File: src/hdl/drs_ram.sv
// ----------------------------------------------------------------------------
// drs_ram
// generic single write port, single read port ram with registered read
// ----------------------------------------------------------------------------
module drs_ram #(
    parameter int WIDTH = 64,
    parameter int DEPTH = 64
) (
    input  logic                     i_clk,
    input  logic                     i_we,
    input  logic [$clog2(DEPTH)-1:0] i_waddr,
    input  logic [WIDTH-1:0]         i_wdata,
    input  logic [$clog2(DEPTH)-1:0] i_raddr,
    output logic [WIDTH-1:0]         o_rdata
);
    logic [WIDTH-1:0] r_mem [DEPTH];

    always_ff @(posedge i_clk) begin
        if (i_we) begin
            r_mem[i_waddr] <= i_wdata;
        end
        o_rdata <= r_mem[i_raddr];
    end
endmodule

File: config.mk
export PLATFORM = sky130hd
export DESIGN_NAME = drs_ram
export DESIGN_NICKNAME = d
export VERILOG_FILES = /design/src/hdl/drs_ram.sv
export SDC_FILE = /design/constraint.sdc
export NUM_CORES = 2
export LEC_CHECK = 0
export BUFFER_PORTS_ARGS = -buffer_cell sky130_fd_sc_hd__buf_2
export CAP_MARGIN = 0
export CORE_MARGIN = 2
export CORE_UTILIZATION = 43
export CTS_CLUSTER_SIZE = 10
export DETAILED_ROUTE_END_ITERATION = 10
export SLEW_MARGIN = 30
export SYNTH_ARGS = -nofsm -noshare
export SYNTH_HDL_FRONTEND = slang
export SYNTH_SLANG_ARGS = --single-unit
File: constraint.sdc
create_clock -name i_clk -period 12.4 [get_ports i_clk]
set_clock_uncertainty 0.05 [all_clocks]
set_input_delay 3.72 -clock i_clk [delete_from_list [all_inputs] [get_ports i_clk]]
set_output_delay 3.72 -clock i_clk [all_outputs]
set_load 0.01 [all_outputs]
==> impl_metrics.toml <==
[floorplanning]
start_util_pct = 43.16
die_w_um = 607.0
rows = 221
fp.dieH_um = 607.0
coreArea_um2 = 362200
die-area_um2 = 368400
io_pins = 142

[sta]
hold_viol_final = 0
drv_slew = 0
hold_slack_ns = 0.7646
fmax_mhz = 144.1
fin_crit_sh_pct = 55.95
slew_headroom_pct = 26.40
tns_ns = 0
setup_viol = 0
worstMarginPinSlew_ns = 1.101
rsz0062_at_grt = "false"
period_needed_ns = 6.938

[cts]
cts_hold_buf = 0
h-tree-depth = 5
cts_tree = "yes"
cts_buffers = 459
clk_latency_ns = 0.98
ctsRootBufferMaster = "clkbuf_16"
cts.reportedPaths.clkPinSlew_ns = 0.06
cts_max_path_buffers = 4
post_cts_buffers = 0
cts_resized = 0
cts_sinks = 4160

[run]
maxCapViolations = 0

[place]
gp_congestion = 0.7731
port_buffers = 141
place.detailed.hpwl_um = 231800
placed_area_um2 = 163900

[worst_setup_path]
critPathLaunchType = "input pin"
critPathRequiredTime_ns = 13.17
worstPathMaxFanout = 119
crit_path_end_kind = "flip-flop"
arrival_ns = 7.71
r2r_start = "r_mem[11][62]"
path_class = "input pin to flip-flop"
worstSetupStartpoint = "i_raddr[2]"

[power]
irDropWorstVdd_mv = 0.1263
p_per_area_nw_per_um2 = 164.7
p_leak_nw = 54.77

[synth]
synth_seq_cells = 4160
netlist_instances = 6598
synth_warnings = 0
synth_fp_nets = 6676
yosysUniqueCellTypes = 33
syn_area_um2 = 156300
synth-async-reset-ratio_pct = 0
yosysTopAreaCellShare_pct = 78.67
ys_seq_area_share_pct = 79.49
synth_area_leader_cell = "edfxtp_1"
synth_area_per_cell_um2 = 23.70
synth_edf_count = 4096
synth_ff_type = "edfxtp_1"
synthTopCellsByArea = "edfxtp_1 79%, mux4_2 15%, mux2i_1 0.86%, dfxtp_1 0.82%, a22oi_1 0.81%"

[global_route]
grt_pass1_wl_um = 610100
grt_pass1_vias = 76450
overflow = 0
track_usage_pct = 23.85
grt_max_degree = 120
antenna_found_initial = 35

[layout]
drive_above_1_share_pct = 27.06
layout_common_cells = "4096 x edfxtp_1, 1024 x mux4_2, 470 x clkbuf_16"
final_common_cell = "edfxtp_1"
nets = 7128
fillCellCount = 28660
design_area_um2 = 177300
syn_to_final_growth_pct = 13.39

[min_path]
worstHoldStart = "r_mem[62][28]"
min_path_type = "flip-flop to flip-flop"

[routing]
drc = 0
finalWirelength_um = 441100
drt-pass1-iter-count = 5
vias = 75680
wl_per_cell_um = 36.29
drt-initial-drc-count = 10180
ant_nets = 0
via_per_inst = 6.228

[status]
status = "finished clean"
cells by family after synthesis:
family                 Yosys count  share of synthesized area (%)
flip-flops                    4160                          79.49
multiplexers                  1159                          15.61
AO/OA/AOI/OAI                  504                          2.477
buffers and inverters          389                          1.180
AND/OR/NAND/NOR                386                          1.240
registers in the layout, summed over array words and instances (netlist names):
name	count
o_rdata	64
r_mem	4096
path summary, 6_finish.rpt:
| kind | endpoint | slack [ns] | cells past startpoint |
|---|---|---|---|
| worst max-delay path | o_rdata[41] | 5.46 | 9 |
| worst min-delay path | o_rdata[28] | 0.76 | 4 |
| worst max register to register | o_rdata[62] | 10.12 | 5 |
| worst min register to register | o_rdata[28] | 0.76 | 4 |
Yosys cell counts, types with 11 or more instances:
| library cell | number |
|---|---|
| edfxtp_1 | 4096 |
| mux4_2 | 1024 |
| buf_2 | 170 |
| a22oi_1 | 168 |
| clkbuf_1 | 140 |
| mux2i_1 | 135 |
| nor2_1 | 112 |
| a22o_1 | 88 |
| o22ai_1 | 83 |
| and3_1 | 64 |
| dfxtp_1 | 64 |
| a211oi_1 | 63 |
| nand2_1 | 58 |
| nand3_1 | 45 |
| o221ai_1 | 38 |
| buf_4 | 34 |
| or3_1 | 29 |
| nor2b_1 | 28 |
| or2_2 | 28 |
| a41oi_1 | 26 |
| buf_1 | 20 |
| a2bb2oi_1 | 19 |
| inv_1 | 19 |
| a31oi_1 | 18 |
| nand2b_1 | 11 |
layer usage:
metal	track usage (%)	wire [µm]	part of all wire, %
met4	7.000	13940	3.2
met5	0	24	0.0054
met1	33.48	174900	40
met3	4.010	38170	8.7
met2	38.59	214000	49
final cells by class:
class | instances | area (µm²) | share of cell area [%]
antenna | 15 | 37.54 | 0.02117
clock buffer | 733 | 12780 | 7.208
clock inverter | 22 | 319.1 | 0.1800
inverter | 19 | 71.32 | 0.04023
multi-input combinational | 2049 | 30790 | 17.37
sequential | 4160 | 124300 | 70.10
tap | 4794 | 5998 | 3.383
timing repair buffer | 361 | 3009 | 1.697
critical path, stage by stage:
cell,delay [ns]
buf_8,0.38
buf_12,0.59
buf_4,0.81
buf_4,0.64
mux4_2,0.41
mux2i_1,0.17
o22ai_1,0.15
a41oi_1,0.27
a211oi_1,0.08
power by group:
part,leakage [nW],internal [mW],switching (mW),total (mW)
Combinational,11.1,0.484,0.832,1.32
Sequential,37.4,15.6,0.0765,15.7
Clock,6.27,6.99,5.23,12.2
stage by stage:
| stage | total power [mW] | worst slack, ns | cells | utilization (%) |
|---|---|---|---|---|
| 2_1_floorplan | 16.64 | 3.194 | 6598 | - |
| 3_3_place_gp | 17.25 | 4.463 | 11370 | 45.16 |
| 3_5_place_dp | 17.28 | 4.536 | 11380 | 45.26 |
| 4_1_cts | 29.39 | 5.603 | 12140 | 48.87 |
| 5_1_grt | 29.98 | 5.365 | 12140 | 48.93 |
| 6_report | 29.20 | 5.462 | 12150 | 48.94 |
Note: power is estimated with default switching activity, not from simulation.
